[src/hdl/safs_pkg.sv]
// Shared types and status codes for the slot allocator free stack.
`timescale 1ns / 1ps
`default_nettype none

package safs_pkg;

	// Request kinds carried in req_type.
	typedef enum logic {
		REQ_ACQUIRE = 1'b0,
		REQ_RELEASE = 1'b1
	} req_type_t;

	// Result status codes.
	typedef enum logic [2:0] {
		ST_OK        = 3'd0,
		ST_NONE_FREE = 3'd1,
		ST_RANGE     = 3'd2,
		ST_NOT_LENT  = 3'd3,
		ST_OVERFLOW  = 3'd4
	} status_t;

	localparam int unsigned IDX_FIELD_W   = 8;
	localparam int unsigned COUNT_FIELD_W = 9;
	localparam int unsigned STATUS_W      = 3;

endpackage

`default_nettype wire

[src/hdl/safs_if.sv]
// Valid/ready channel interfaces for allocation requests and results.
`timescale 1ns / 1ps
`default_nettype none

interface safs_req_if
	import safs_pkg::*;
();
	logic                   valid;
	logic                   ready;
	logic                   req_type;
	logic [IDX_FIELD_W-1:0] slot_index;

	modport source (output valid, output req_type, output slot_index, input ready);
	modport sink   (input valid, input req_type, input slot_index, output ready);
endinterface

interface safs_rsp_if
	import safs_pkg::*;
();
	logic                     valid;
	logic                     ready;
	logic [STATUS_W-1:0]      status;
	logic [IDX_FIELD_W-1:0]   granted_index;
	logic [COUNT_FIELD_W-1:0] free_count;

	modport source (output valid, output status, output granted_index, output free_count,
		input ready);
	modport sink   (input valid, input status, input granted_index, input free_count,
		output ready);
endinterface

`default_nettype wire

[src/hdl/safs_ram.sv]
// Generic single-write, single-read RAM with a registered read port.
`timescale 1ns / 1ps
`default_nettype none

module safs_ram #(
	parameter int unsigned WIDTH = 8,
	parameter int unsigned DEPTH = 64
) (
	input  wire logic                                       clk,
	input  wire logic                                       we,
	input  wire logic [((DEPTH > 1) ? $clog2(DEPTH) : 1)-1:0] wr_addr,
	input  wire logic [WIDTH-1:0]                           wr_data,
	input  wire logic                                       re,
	input  wire logic [((DEPTH > 1) ? $clog2(DEPTH) : 1)-1:0] rd_addr,
	output logic      [WIDTH-1:0]                           rd_data
);

	logic [WIDTH-1:0] mem [DEPTH];

	always_ff @(posedge clk) begin
		if (we) begin
			mem[wr_addr] <= wr_data;
		end
		if (re) begin
			rd_data <= mem[rd_addr];
		end
	end

endmodule

`default_nettype wire

[src/hdl/slot_allocator_free_stack_top.sv]
// Top level of the slot allocator: LIFO free stack of slot indices with a lent bitmap.
`timescale 1ns / 1ps
`default_nettype none

// Usage
// The req channel carries one item per request: req_type selects acquire or release,
// slot_index names the slot to give back on a release and is ignored on an acquire.
// The rsp channel returns exactly one item per request with a status code, the slot
// index granted by a successful acquire (zero otherwise) and the number of slots on
// the free stack once the request has taken effect.
// From acceptance an item passes through the stage register, while the free-stack
// RAM delivers the entry below the top, and then through the result register. One
// item is accepted every cycle while the receiver does not stall; that rate is set by
// the stack pointer update, which closes its loop through the stage register, with a
// forwarding path covering a pop that directly follows a push.
// After reset the stack holds every slot with the highest index on top and no slot
// is lent. There is no clearing pass: a per-entry written bit makes an untouched
// stack entry read as its own position, so requests are taken from the first cycle.
// When the receiver stalls the result register holds its item, the stage register
// holds the next one, and ready on the request side drops until the result moves.

module slot_allocator_free_stack_top
	import safs_pkg::*;
#(
	parameter int unsigned SLOTS = 64
) (
	input wire logic  clk,
	input wire logic  arst_n,
	safs_req_if.sink  req,
	safs_rsp_if.source rsp
);

	localparam int unsigned IDX_W = (SLOTS > 1) ? $clog2(SLOTS) : 1;
	localparam int unsigned TOP_W = $clog2(SLOTS + 1);
	localparam logic [TOP_W-1:0]         TOP_FULL   = TOP_W'(SLOTS);
	localparam logic [COUNT_FIELD_W-1:0] SLOTS_WIDE = COUNT_FIELD_W'(SLOTS);

	// Committed stack state.
	logic [TOP_W-1:0] top_q;
	logic [SLOTS-1:0] lent_q;
	logic [SLOTS-1:0] written_q;

	// Stage register.
	logic                   s1_valid_s1;
	logic                   req_type_s1;
	logic [IDX_FIELD_W-1:0] slot_index_s1;
	logic [IDX_W-1:0]       rd_addr_s1;
	logic                   seen_s1;
	logic                   byp_s1;
	logic [IDX_FIELD_W-1:0] byp_data_s1;

	// Result register.
	logic                     out_valid_q;
	status_t                  status_q;
	logic [IDX_FIELD_W-1:0]   granted_q;
	logic [COUNT_FIELD_W-1:0] count_q;

	logic                   accept;
	logic                   s1_adv;
	logic [IDX_FIELD_W-1:0] ram_rd_data;
	logic [IDX_FIELD_W-1:0] pop_slot;
	logic                   do_pop;
	logic                   do_push;
	status_t                status_c;
	logic [IDX_FIELD_W-1:0] granted_c;
	logic [TOP_W-1:0]       top_nxt_c;
	logic [TOP_W-1:0]       top_for_rd;
	logic [IDX_W-1:0]       rd_addr_c;
	logic [IDX_W-1:0]       push_addr;
	logic [IDX_W-1:0]       rel_idx;
	logic [IDX_W-1:0]       pop_idx;
	logic                   rel_in_range;
	logic                   pop_in_range;

	assign s1_adv    = s1_valid_s1 && (!out_valid_q || rsp.ready);
	assign req.ready = !s1_valid_s1 || s1_adv;
	assign accept    = req.valid && req.ready;

	assign push_addr    = IDX_W'(top_q);
	assign rel_idx      = IDX_W'(slot_index_s1);
	assign rel_in_range = {1'b0, slot_index_s1} < SLOTS_WIDE;

	// The entry under the top comes from the RAM, from the push just before, or is
	// an entry never overwritten since reset, which still holds its own position.
	always_comb begin
		if (byp_s1) begin
			pop_slot = byp_data_s1;
		end else if (seen_s1) begin
			pop_slot = ram_rd_data;
		end else begin
			pop_slot = IDX_FIELD_W'(rd_addr_s1);
		end
	end

	assign pop_idx      = IDX_W'(pop_slot);
	assign pop_in_range = {1'b0, pop_slot} < SLOTS_WIDE;

	always_comb begin
		do_pop    = 1'b0;
		do_push   = 1'b0;
		status_c  = ST_OK;
		granted_c = '0;
		top_nxt_c = top_q;
		if (req_type_s1 == REQ_ACQUIRE) begin
			if (top_q == '0) begin
				status_c = ST_NONE_FREE;
			end else begin
				do_pop    = 1'b1;
				granted_c = pop_slot;
				top_nxt_c = top_q - 1'b1;
			end
		end else begin
			if (!rel_in_range) begin
				status_c = ST_RANGE;
			end else if (!lent_q[rel_idx]) begin
				status_c = ST_NOT_LENT;
			end else if (top_q >= TOP_FULL) begin
				status_c = ST_OVERFLOW;
			end else begin
				do_push   = 1'b1;
				top_nxt_c = top_q + 1'b1;
			end
		end
	end

	// The incoming item reads the entry under the top as it stands once the item in
	// the stage register has committed.
	assign top_for_rd = s1_adv ? top_nxt_c : top_q;
	assign rd_addr_c  = IDX_W'(top_for_rd - 1'b1);

	safs_ram #(
		.WIDTH(IDX_FIELD_W),
		.DEPTH(SLOTS)
	) u_stack_ram (
		.clk    (clk),
		.we     (s1_adv && do_push),
		.wr_addr(push_addr),
		.wr_data(slot_index_s1),
		.re     (accept),
		.rd_addr(rd_addr_c),
		.rd_data(ram_rd_data)
	);

	always_ff @(posedge clk or negedge arst_n) begin
		if (!arst_n) begin
			top_q     <= TOP_FULL;
			lent_q    <= '0;
			written_q <= '0;
		end else if (s1_adv) begin
			top_q <= top_nxt_c;
			if (do_pop && pop_in_range) begin
				lent_q[pop_idx] <= 1'b1;
			end
			if (do_push) begin
				lent_q[rel_idx]      <= 1'b0;
				written_q[push_addr] <= 1'b1;
			end
		end
	end

	always_ff @(posedge clk or negedge arst_n) begin
		if (!arst_n) begin
			s1_valid_s1 <= 1'b0;
		end else if (accept) begin
			s1_valid_s1 <= 1'b1;
		end else if (s1_adv) begin
			s1_valid_s1 <= 1'b0;
		end
	end

	// A push committing in the accept cycle lands exactly at the address being read.
	always_ff @(posedge clk) begin
		if (accept) begin
			req_type_s1   <= req.req_type;
			slot_index_s1 <= req.slot_index;
			rd_addr_s1    <= rd_addr_c;
			seen_s1       <= written_q[rd_addr_c];
			byp_s1        <= s1_adv && do_push;
			byp_data_s1   <= slot_index_s1;
		end
	end

	always_ff @(posedge clk or negedge arst_n) begin
		if (!arst_n) begin
			out_valid_q <= 1'b0;
		end else if (s1_adv) begin
			out_valid_q <= 1'b1;
		end else if (rsp.ready) begin
			out_valid_q <= 1'b0;
		end
	end

	always_ff @(posedge clk) begin
		if (s1_adv) begin
			status_q  <= status_c;
			granted_q <= granted_c;
			count_q   <= COUNT_FIELD_W'(top_nxt_c);
		end
	end

	assign rsp.valid         = out_valid_q;
	assign rsp.status        = status_q;
	assign rsp.granted_index = granted_q;
	assign rsp.free_count    = count_q;

	// Every slot is either on the free stack or lent, never both or neither.
	a_conservation: assert property (@(posedge clk) disable iff (!arst_n)
		($countones(lent_q) + int'(top_q)) == int'(SLOTS))
		else $error("lent slots plus free slots differ from the pool size");

	// The request side only stalls while a finished result is blocked.
	a_ready_stall: assert property (@(posedge clk) disable iff (!arst_n)
		!req.ready |-> (s1_valid_s1 && out_valid_q && !rsp.ready))
		else $error("request ready dropped without a blocked result");

	// A successful acquire lowers the free count by one in the result it produces.
	a_acquire_count: assert property (@(posedge clk) disable iff (!arst_n)
		(s1_adv && req_type_s1 == REQ_ACQUIRE && status_c == ST_OK)
		|=> (count_q == COUNT_FIELD_W'($past(top_q)) - 1'b1))
		else $error("acquire did not lower the free count by one");

endmodule

`default_nettype wire

[src/flat_wrapper.sv]
// flat-port wrapper written by rule: the top's interface ports become plain ports
module slot_allocator_free_stack_top_flat import safs_pkg::*;
#(
	parameter int unsigned SLOTS = 64
)
  (clk, arst_n, req_valid, req_req_type, req_slot_index, req_ready, rsp_valid, rsp_status, rsp_granted_index, rsp_free_count, rsp_ready);
  safs_req_if req_i ();
  safs_rsp_if rsp_i ();
  input wire logic clk;
  input wire logic arst_n;
  input wire logic [$bits(req_i.valid)-1:0] req_valid;
  input wire logic [$bits(req_i.req_type)-1:0] req_req_type;
  input wire logic [$bits(req_i.slot_index)-1:0] req_slot_index;
  output wire logic [$bits(req_i.ready)-1:0] req_ready;
  output wire logic [$bits(rsp_i.valid)-1:0] rsp_valid;
  output wire logic [$bits(rsp_i.status)-1:0] rsp_status;
  output wire logic [$bits(rsp_i.granted_index)-1:0] rsp_granted_index;
  output wire logic [$bits(rsp_i.free_count)-1:0] rsp_free_count;
  input wire logic [$bits(rsp_i.ready)-1:0] rsp_ready;
  assign req_i.valid = req_valid;
  assign req_i.req_type = req_req_type;
  assign req_i.slot_index = req_slot_index;
  assign req_ready = req_i.ready;
  assign rsp_valid = rsp_i.valid;
  assign rsp_status = rsp_i.status;
  assign rsp_granted_index = rsp_i.granted_index;
  assign rsp_free_count = rsp_i.free_count;
  assign rsp_i.ready = rsp_ready;
  slot_allocator_free_stack_top #(.SLOTS(SLOTS)) u_core (.clk(clk), .arst_n(arst_n), .req(req_i), .rsp(rsp_i));
endmodule
[config.mk]
export PLATFORM = sky130hd
export DESIGN_NAME = slot_allocator_free_stack_top_flat
export DESIGN_NICKNAME = d
export VERILOG_FILES = /design/src/hdl/safs_pkg.sv /design/src/hdl/safs_if.sv /design/src/hdl/safs_ram.sv /design/src/hdl/slot_allocator_free_stack_top.sv /design/src/flat_wrapper.sv
export SDC_FILE = /design/constraint.sdc
export NUM_CORES = 1
export LEC_CHECK = 0
export ABC_CLOCK_PERIOD_IN_PS = 7700
export BUFFER_PORTS_ARGS = -buffer_cell sky130_fd_sc_hd__clkbuf_2
export CORE_ASPECT_RATIO = 1.25
export CORE_MARGIN = 5
export CORE_UTILIZATION = 35
export CTS_BUF_LIST = sky130_fd_sc_hd__clkbuf_2 sky130_fd_sc_hd__clkbuf_4 sky130_fd_sc_hd__clkbuf_8
export DETAILED_ROUTE_END_ITERATION = 10
export PLACE_DENSITY = 0.58
export SLEW_MARGIN = 10
export SYNTH_ARGS = -nofsm -noshare
export SYNTH_HDL_FRONTEND = slang
export SYNTH_SLANG_ARGS = --single-unit
[constraint.sdc]
create_clock -name clk -period 7.7 [get_ports clk]
set_input_delay 1.54 -clock clk [delete_from_list [all_inputs] [get_ports clk]]
set_output_delay 1.54 -clock clk [all_outputs]
set_load 0.01 [all_outputs]
==> results of run 1 <==
[stage by stage]
step | hold WS [ns] | setup slack, ns
floorplan | 0.430 | 1.61
global placement | 0.442 | 1.00
detailed placement | 0.446 | 1.02
CTS | 0.463 | 1.01
global route | 0.475 | 0.792
finish | 0.461 | 0.925
[layout make-up]
type | instances | area [um2] | share of cell area, %
sequential | 700 | 20300 | 59.5
multi-input combinational | 1237 | 9390 | 27.5
clock buffer | 148 | 1870 | 5.48
tap | 1159 | 1450 | 4.24
timing repair buffer | 90 | 627 | 1.83
clock inverter | 48 | 412 | 1.20
inverter | 18 | 72.6 | 0.212
antenna | 1 | 2.50 | 0.00732
[cells in the final DEF, fill, tap and decap left out, types with 8 or more instances in the layout]
cell type / n
sky130_fd_sc_hd__o31ai_1: 10
sky130_fd_sc_hd__or3_1: 16
sky130_fd_sc_hd__mux2_2: 28
sky130_fd_sc_hd__o32ai_1: 9
sky130_fd_sc_hd__o311ai_0: 18
sky130_fd_sc_hd__a22o_1: 17
sky130_fd_sc_hd__o21bai_1: 9
sky130_fd_sc_hd__a311o_1: 8
sky130_fd_sc_hd__a21oi_1: 123
sky130_fd_sc_hd__inv_1: 12
sky130_fd_sc_hd__mux2i_1: 60
sky130_fd_sc_hd__buf_4: 56
sky130_fd_sc_hd__clkinv_2: 27
sky130_fd_sc_hd__a221oi_1: 9
sky130_fd_sc_hd__nand2b_1: 11
sky130_fd_sc_hd__clkbuf_2: 31
sky130_fd_sc_hd__nor3_1: 68
sky130_fd_sc_hd__o211ai_1: 12
sky130_fd_sc_hd__or2_2: 76
sky130_fd_sc_hd__o221ai_1: 8
sky130_fd_sc_hd__nor2_1: 131
sky130_fd_sc_hd__nor4_1: 20
sky130_fd_sc_hd__and2_1: 19
sky130_fd_sc_hd__dfrtp_1: 135
sky130_fd_sc_hd__edfxtp_1: 563
sky130_fd_sc_hd__a22oi_1: 10
sky130_fd_sc_hd__nor2b_1: 9
sky130_fd_sc_hd__nand3_1: 75
sky130_fd_sc_hd__mux4_2: 101
sky130_fd_sc_hd__a311oi_1: 38
sky130_fd_sc_hd__o22ai_1: 14
sky130_fd_sc_hd__clkbuf_8: 122
sky130_fd_sc_hd__a31oi_1: 22
sky130_fd_sc_hd__o21a_1: 8
sky130_fd_sc_hd__nand4_1: 14
sky130_fd_sc_hd__nand2_1: 147
sky130_fd_sc_hd__o21ai_0: 57
sky130_fd_sc_hd__clkbuf_4: 26
[worst register-to-register path, delay by kind of cell, from the launching register on]
kind	cells	cell delay, ns
mux	1	0.33
simple gates	5	1.50
buf+inv	3	1.52
compound gates	3	1.75
flops	1	0.71
fa+ha+maj	2	0.68
[layer usage]
| metal | share of wire [%] | global-route usage [%] | wire length, um | up-vias |
|---|---|---|---|---|
| met5 | 0.010 | 0 | 9 | - |
| met4 | 4.8 | 8.62 | 4170 | 2 |
| met3 | 6.6 | 3.24 | 5750 | 189 |
| met2 | 50 | 31.0 | 43500 | 813 |
| met1 | 39 | 23.5 | 34000 | 9985 |
| li1 | - | - | - | 8366 |
[where the power goes]
group,internal [mW],switching (mW),total [mW]
Clock,1.79,1.48,3.27
Combinational,1.38,2.54,3.92
Sequential,4.34,0.200,4.54
Total,7.50,4.22,11.7
[registers in the layout (all words and copies together), names as in the netlist, 3 cells and up]
register,flops
u_core.u_stack_ram.mem,512
u_core.lent_q,64
u_core.written_q,64
u_core.byp_data_s1,8
u_core.rsp.granted_index,8
u_core.slot_index_s1,8
u_core.u_stack_ram.rd_data,8
u_core.rsp.free_count,7
u_core.top_q,7
u_core.rd_addr_s1,6
u_core.rsp.status,3
[kinds of logic (layout without fill, tap and decap cells)]
family	Yosys count	count (layout)	synth area share [%]
simple gates	622	622	10.1
fa+ha+maj	3	3	0.124
xor+xnor	7	7	0.265
flops	700	700	67.2
mux	190	190	10.6
buf+inv	163	304	2.40
compound gates	413	413	9.34
other cells	1	3	0.0124
[final timing paths]
check | endpoint | slack [ns] | start | cells past startpoint
max | u_core.u_stack_ram.rd_data[5] | 0.93 | u_core.top_q[0] | 14
max in group asynchronous | u_core.lent_q[24] | 5.27 | arst_n | 2
min reg2reg | u_core.written_q[0] | 0.46 | u_core.written_q[0] | 1
min | u_core.written_q[0] | 0.46 | u_core.written_q[0] | 1
min in group asynchronous | u_core.written_q[54] | 0.84 | arst_n | 1
max reg2reg | u_core.u_stack_ram.rd_data[5] | 0.93 | u_core.top_q[0] | 14
==> tab_implementation.tex, run 1 <==
\begin{tabular}{lr}
\hline
Metric & Value \\
\hline
\multicolumn{2}{l}{\textbf{Status}} \\
\quad Status & finished, final reports clean \\
\multicolumn{2}{l}{\textbf{STA}} \\
\quad Pins over their slew limit & 0 \\
\quad Worst-Margin Slew & 1.35 ns \\
\quad Final worst-path cycle share & 88.0\% \\
\quad Final setup viols & 0 \\
\quad Fin Clk Skew & 0.0341 ns \\
\quad Minimum clock period after layout & 6.77 ns \\
\quad Maximum clock frequency & 148 MHz \\
\quad Worst rel slew slack & 8.73\% \\
\quad RSZ-0062 raised after global routing & no \\
\quad Count of endpoints failing hold in the final timing report & 0 \\
\quad Total Negative Setup Slacks & 0 ns \\
\multicolumn{2}{l}{\textbf{Power}} \\
\quad Overall power of the completed layout & 11.7 mW \\
\quad Static power due to leakage & 11.8 nW \\
\quad Max IR drop VDD & 345 uV \\
\quad Power Dens Cells & 343 mW/mm2 \\
\multicolumn{2}{l}{\textbf{Clock network}} \\
\quad CTS tree & built \\
\quad Clock input transition at the sequential cells of the worst setup and hold paths & 0.07 ns \\
\quad Buffer depth of the longest clock path & 3 \\
\quad Cts bufs inserted & 104 \\
\quad Clk\_lat worst skew & 0.73 ns \\
\quad Clock root buffer master & sky130\_fd\_sc\_hd\_\_clkbuf\_8 \\
\quad Sink count of the clock tree & 700 \\
\quad Count of hold buffers inserted by post-cts repair & 0 \\
\quad \# H-tree levels & 3 \\
\quad CTS-repair resized insts & 0 \\
\quad Buffer count from post-CTS setup fixing & 0 \\
\multicolumn{2}{l}{\textbf{Route}} \\
\quad Routed vias/inst & 5.69 \\
\quad First-pass DRT Iterations & 6 \\
\quad Total wire length & 87400 um \\
\quad Drt initial violations & 1789 \\
\quad Wire length per cell & 25.7 um \\
\quad Routed via count & 19355 \\
\quad Antenna violation net count after detailed routing & 0 \\
\quad DRC violations left & 0 \\
\multicolumn{2}{l}{\textbf{Placement}} \\
\quad Cell area after placement & 0.0318 mm2 \\
\quad Placer's final routability congestion estimate & 0.934 \\
\quad Detail Placement HPWL & 53900 um \\
\quad Total placed cells including tap cells & 3204 \\
\quad Quantity of I/O buffers inserted on ports & 32 \\
\multicolumn{2}{l}{\textbf{Layout}} \\
\quad Fraction of layout cells with a size suffix above 1 & 23.7\% \\
\quad Post-route standard cell area excluding fillers & 0.0342 mm2 \\
\quad Layout Utilization & 39.9\% \\
\quad Layout area overhead & 13.0\% \\
\quad Final instance count without filler cells & 3401 \\
\quad Number of inserted filler cells in the final layout & 7857 \\
\quad Net count, final & 2167 \\
\multicolumn{2}{l}{\textbf{Logic synthesis}} \\
\quad Post-Synthesis Cells & 2099 \\
\quad Share of flip-flops with an asynchronous set or reset & 19.6\% \\
\quad Leading post-synthesis cells by cell area & sky130\_fd\_sc\_hd\_\_edfxtp\_1 56\%, sky130\_fd\_sc\_hd\_\_dfrtp\_1 11\%, sky130\_fd\_sc\_hd\_\_mux4\_2 7.5\% \\
\quad Post-Synthesis Mean Instance Area & 14.4 um2 \\
\quad Most area-hungry cell type in the Yosys netlist & sky130\_fd\_sc\_hd\_\_edfxtp\_1 \\
\quad Synth warn & 0 \\
\quad Sequential share of the synthesized area & 67.2\% \\
\quad Most used flip-flop cell after synthesis & sky130\_fd\_sc\_hd\_\_edfxtp\_1 \\
\quad Most numerous cell in the Yosys netlist & sky130\_fd\_sc\_hd\_\_edfxtp\_1 \\
\quad EDFF count, synth & 563 \\
\quad \#FFs+latches synth & 700 \\
\quad Syn Std Cell Area & 0.0303 mm2 \\
\quad Number of different library cells in the post-synthesis netlist & 79 \\
\quad Most numerous cell types in the synthesized netlist & 563 x sky130\_fd\_sc\_hd\_\_edfxtp\_1, 148 x sky130\_fd\_sc\_hd\_\_nand2\_1, 136 x sky130\_fd\_sc\_hd\_\_dfrtp\_1 \\
\quad Share of the synthesized area in the top cell type & 55.9\% \\
\multicolumn{2}{l}{\textbf{Worst setup path}} \\
\quad WP data arrival & 7.20 ns \\
\quad Critical Setup Path Class & reg -> reg \\
\quad Critical path startpoint category & flip-flop \\
\quad Cell family contributing the most delay on the critical path & compound AO/OA/AOI/OAI gates \\
\quad Critical path capture point type & flip-flop \\
\quad Cell with the largest stage delay on the worst path & sky130\_fd\_sc\_hd\_\_o32ai\_1 \\
\quad Buf/Inv on CP & 3 \\
\quad Maximum single-stage delay on the critical path & 0.91 ns \\
\quad Worst-path cell chain & inv\_1, ha\_1, or4b\_4, o31ai\_4, nor2\_2, or4\_1, and3\_4, ha\_4, inv\_4, buf\_4, mux4\_2, and2\_1, o32ai\_1, o31ai\_1 \\
\quad Top fanout value on the critical path & 48 \\
\quad Critical Path RT & 8.13 ns \\
\multicolumn{2}{l}{\textbf{Floorplan}} \\
\quad Starting utilization of the core area & 35.3\% \\
\quad Top Ports & 35 \\
\quad Number of rows in the core area & 120 \\
\quad Chip Height & 339 um \\
\quad Horizontal extent of the die & 273 um \\
\quad Core outline area & 0.0857 mm2 \\
\quad Floorplan die area & 0.0925 mm2 \\
\multicolumn{2}{l}{\textbf{Global route}} \\
\quad Wire length of the first global-routing pass & 130000 um \\
\quad Antenna violations before repair & 3 \\
\quad Number of global-route vias before repair & 19369 \\
\quad Maximum number of pins on one net before global-route repair & 104 \\
\quad Final global-route overflow total & 0 \\
\quad Overall routing resource usage & 18.5\% \\
\multicolumn{2}{l}{\textbf{Flow run}} \\
\quad Maxcap violations & 0 \\
\multicolumn{2}{l}{\textbf{Min path}} \\
\quad Worst min-delay path category & reg -> reg \\
\hline
\end{tabular}
No activity file was read; power rests on OpenSTA's default activity.
==> run 2: changes to the inputs <==
--- a/config.mk
+++ b/config.mk
@@ -13,6 +13,7 @@
 export CTS_BUF_LIST = sky130_fd_sc_hd__clkbuf_2 sky130_fd_sc_hd__clkbuf_4 sky130_fd_sc_hd__clkbuf_8
 export DETAILED_ROUTE_END_ITERATION = 10
 export PLACE_DENSITY = 0.58
+export RECOVER_POWER = 100
 export SLEW_MARGIN = 10
 export SYNTH_ARGS = -nofsm -noshare
 export SYNTH_HDL_FRONTEND = slang
==> tab_implementation.tex, run 2 (synthesized netlist as in run 1, its figures left out) <==
\begin{tabular}{lr}
\hline
Metric & Value \\
\hline
\multicolumn{2}{l}{\textbf{STA}} \\
\quad RSZ-0062 raised after global routing & no (unchanged) \\
\quad Total Negative Setup Slacks & 0 ns (unchanged) \\
\quad Count of endpoints failing hold in the final timing report & 0 (unchanged) \\
\quad Fin Clk Skew & 0.0296 ns (was 0.0341 ns) \\
\quad Minimum clock period after layout & 7.05 ns (was 6.77 ns) \\
\quad Final worst-path cycle share & 91.5\% (was 88.0\%) \\
\quad Maximum clock frequency & 142 MHz (was 148 MHz) \\
\quad Worst rel slew slack & -205\% (was 8.73\%) \\
\quad Final setup viols & 0 (unchanged) \\
\quad Minimum hold slack & 0.462 ns (was 0.461 ns) \\
\quad Pins over their slew limit & 694 (was 0) \\
\quad Worst-Margin Slew & 4.57 ns (was 1.35 ns) \\
\multicolumn{2}{l}{\textbf{Route}} \\
\quad Routed via count & 19449 (was 19355) \\
\quad Antenna violation net count after detailed routing & 0 (unchanged) \\
\quad Wire length per cell & 25.7 um (about the same) \\
\quad Drt initial violations & 1915 (was 1789) \\
\quad First-pass DRT Iterations & 8 (was 6) \\
\quad Total wire length & 87400 um (about the same) \\
\quad DRC violations left & 0 (unchanged) \\
\quad Routed vias/inst & 5.72 (was 5.69) \\
\multicolumn{2}{l}{\textbf{Worst setup path}} \\
\quad Worst r2r dst & u\_core.u\_stack\_ram.rd\_data[5] (unchanged) \\
\quad Buf/Inv on CP & 3 (unchanged) \\
\quad Critical Setup Path Class & reg -> reg (unchanged) \\
\quad Critical path capture point type & flip-flop (unchanged) \\
\quad Top fanout value on the critical path & 48 (unchanged) \\
\quad Critical Path RT & 8.24 ns (was 8.13 ns) \\
\quad Cell with the largest stage delay on the worst path & sky130\_fd\_sc\_hd\_\_o311ai\_0 (was sky130\_fd\_sc\_hd\_\_o32ai\_1) \\
\quad Maximum single-stage delay on the critical path & 0.74 ns (was 0.91 ns) \\
\quad Cell family contributing the most delay on the critical path & simple AND/OR/NAND/NOR gates (was compound AO/OA/AOI/OAI gates) \\
\quad Depth of the critical timing path with buffers and inverters included & 15 (was 14) \\
\quad Worst flop-to-flop path startpoint & u\_core.top\_q[0] (unchanged) \\
\quad Worst-case reg-to-reg path depth & 15 (was 14) \\
\quad WP data arrival & 7.59 ns (was 7.20 ns) \\
\quad Worst-path cell chain & inv\_1, ha\_1, or4b\_1, o31ai\_4, nor2\_2, or4\_1, and3\_1, ha\_4, inv\_4, clkbuf\_2, mux4\_2, nor2\_1, o311ai\_0, nand2\_1, o31ai\_1 (was inv\_1, ha\_1, or4b\_4, o31ai\_4, nor2\_2, or4\_1, and3\_4, ha\_4, inv\_4, buf\_4, mux4\_2, and2\_1, o32ai\_1, o31ai\_1) \\
\quad Critical path startpoint category & flip-flop (unchanged) \\
\quad Worst reg2reg setup slack & 0.65 ns (was 0.93 ns) \\
\multicolumn{2}{l}{\textbf{Layout}} \\
\quad Layout area overhead & 11.9\% (was 13.0\%) \\
\quad Commonest non-fill, non-tap cell in the layout & sky130\_fd\_sc\_hd\_\_edfxtp\_1 (unchanged) \\
\quad Fraction of layout cells with a size suffix above 1 & 20.5\% (was 23.7\%) \\
\quad Leading cell types in the layout, fill and taps excluded & 563 x sky130\_fd\_sc\_hd\_\_edfxtp\_1, 147 x sky130\_fd\_sc\_hd\_\_nand2\_1, 135 x sky130\_fd\_sc\_hd\_\_dfrtp\_1 (unchanged) \\
\quad Largest reg by FF count & u\_core.u\_stack\_ram.mem (unchanged) \\
\quad Flip-flop count of the largest register, all copies and words added & 512 (unchanged) \\
\quad Net count, final & 2167 (unchanged) \\
\quad Largest registers & u\_core.u\_stack\_ram.mem: 512 flops, u\_core.lent\_q: 64 flops, u\_core.written\_q: 64 flops (unchanged) \\
\multicolumn{2}{l}{\textbf{Floorplan}} \\
\quad Horizontal extent of the die & 273 um (unchanged) \\
\quad Top Ports & 35 (unchanged) \\
\quad Floorplan die area & 0.0925 mm2 (unchanged) \\
\quad Number of rows in the core area & 120 (unchanged) \\
\quad Starting utilization of the core area & 35.3\% (unchanged) \\
\quad Chip Height & 339 um (unchanged) \\
\quad Core outline area & 0.0857 mm2 (unchanged) \\
\multicolumn{2}{l}{\textbf{Clock network}} \\
\quad \# H-tree levels & 3 (unchanged) \\
\quad Buffer depth of the longest clock path & 3 (unchanged) \\
\quad Clock root buffer master & sky130\_fd\_sc\_hd\_\_clkbuf\_8 (unchanged) \\
\quad CTS-repair resized insts & 0 (unchanged) \\
\quad Count of hold buffers inserted by post-cts repair & 0 (unchanged) \\
\quad Clock input transition at the sequential cells of the worst setup and hold paths & 0.06 ns (was 0.07 ns) \\
\quad Cts bufs inserted & 104 (unchanged) \\
\quad CTS tree & built (unchanged) \\
\quad Buffer count from post-CTS setup fixing & 0 (unchanged) \\
\quad Clk\_lat worst skew & 0.73 ns (about the same) \\
\quad Sink count of the clock tree & 700 (unchanged) \\
\multicolumn{2}{l}{\textbf{Global route}} \\
\quad Number of global-route vias before repair & 19369 (unchanged) \\
\quad Final global-route overflow total & 0 (unchanged) \\
\quad Antenna violations before repair & 2 (was 3) \\
\quad Wire length of the first global-routing pass & 130000 um (unchanged) \\
\quad Overall routing resource usage & 18.5\% (unchanged) \\
\quad Maximum number of pins on one net before global-route repair & 104 (unchanged) \\
\multicolumn{2}{l}{\textbf{Flow run}} \\
\quad Maxcap violations & 22 (was 0) \\
\multicolumn{2}{l}{\textbf{Min path}} \\
\quad Worst min-delay path category & reg -> reg (unchanged) \\
\quad Sink of the worst hold path & u\_core.written\_q[30] (was u\_core.written\_q[0]) \\
\quad Hold Crit Start & u\_core.written\_q[30] (was u\_core.written\_q[0]) \\
\quad Hold Path Depth & 1 (unchanged) \\
\multicolumn{2}{l}{\textbf{Status}} \\
\quad Status & complete, but fails checks (was finished, final reports clean) \\
\quad Failing checks & capacitance limit, slew limit \\
\multicolumn{2}{l}{\textbf{Power}} \\
\quad Power Dens Cells & 345 mW/mm2 (was 343 mW/mm2) \\
\quad Max IR drop VDD & 340 uV (was 345 uV) \\
\quad Static power due to leakage & 11.6 nW (was 11.8 nW) \\
\multicolumn{2}{l}{\textbf{Placement}} \\
\quad Placer's final routability congestion estimate & 0.934 (unchanged) \\
\quad Quantity of I/O buffers inserted on ports & 32 (unchanged) \\
\quad Detail Placement HPWL & 53900 um (unchanged) \\
\hline
\end{tabular}
## run 2: worst max path at each step
| stage | endpoint | start | slack, ns |
|---|---|---|---|
| after floorplan | u_core.u_stack_ram.rd_data[2] | rsp_ready | 1.61 |
| after global placement | u_core.u_stack_ram.rd_data[5] | u_core.top_q[0] | 1.00 |
| after detailed placement | u_core.u_stack_ram.rd_data[5] | u_core.top_q[0] | 1.02 |
| after CTS | u_core.u_stack_ram.rd_data[5] | u_core.top_q[0] | 1.01 |
| after global routing | u_core.u_stack_ram.rd_data[4] | rsp_ready | 0.44 |
| final | u_core.u_stack_ram.rd_data[5] | u_core.top_q[0] | 0.65 |
## run 2: final cells by class
cell class	instances	area, um2
Fill cell	7922	51900
Sequential cell	700	20300
Multi-Input combinational cell	1237	9240
Clock buffer	148	1870
Tap cell	1159	1450
Timing Repair Buffer	90	480
Clock inverter	48	412
Inverter	18	71.3
Antenna cell	2	5.00
## run 2: per-layer routing
metal	track usage (%)	vias up	wire length [um]
li1	-	8375	-
met5	0	-	0
met3	3.24	206	5760
met4	8.62	0	4140
met2	31.0	863	43700
met1	23.5	10005	33700
## run 2: per-stage QoR
| stage | instance area (um2) | total power, mW | util, % | setup WS [ns] | cells |
|---|---|---|---|---|---|
| floorplan | 30300 | 7.06 | - | 1.61 | 2100 |
| global placement | 31800 | 8.46 | 37.1 | 1.00 | 3204 |
| detailed placement | 31800 | 8.50 | 37.1 | 1.02 | 3204 |
| CTS | 34100 | 11.8 | 39.8 | 1.01 | 3400 |
| global route | 33900 | 12.2 | 39.5 | 0.436 | 3401 |
| finish | 33900 | 11.7 | 39.5 | 0.652 | 3402 |
## run 2: power by group
part | internal, mW | switching, mW | total (mW)
combinational | 1.37 | 2.52 | 3.89
sequential | 4.34 | 0.199 | 4.54
clock | 1.79 | 1.48 | 3.26
total | 7.50 | 4.19 | 11.7
## run 2: worst reg2reg max path, cell delays in order (launching register included)
cell and delay (ns):
sky130_fd_sc_hd__dfrtp_4 0.70, sky130_fd_sc_hd__inv_1 0.50, sky130_fd_sc_hd__ha_1 0.40, sky130_fd_sc_hd__or4b_1 0.60, sky130_fd_sc_hd__o31ai_4 0.68, sky130_fd_sc_hd__nor2_2 0.11
sky130_fd_sc_hd__or4_1 0.42, sky130_fd_sc_hd__and3_1 0.31, sky130_fd_sc_hd__ha_4 0.32, sky130_fd_sc_hd__inv_4 0.60, sky130_fd_sc_hd__clkbuf_2 0.62, sky130_fd_sc_hd__mux4_2 0.31
sky130_fd_sc_hd__nor2_1 0.05, sky130_fd_sc_hd__o311ai_0 0.74, sky130_fd_sc_hd__nand2_1 0.26, sky130_fd_sc_hd__o31ai_1 0.24
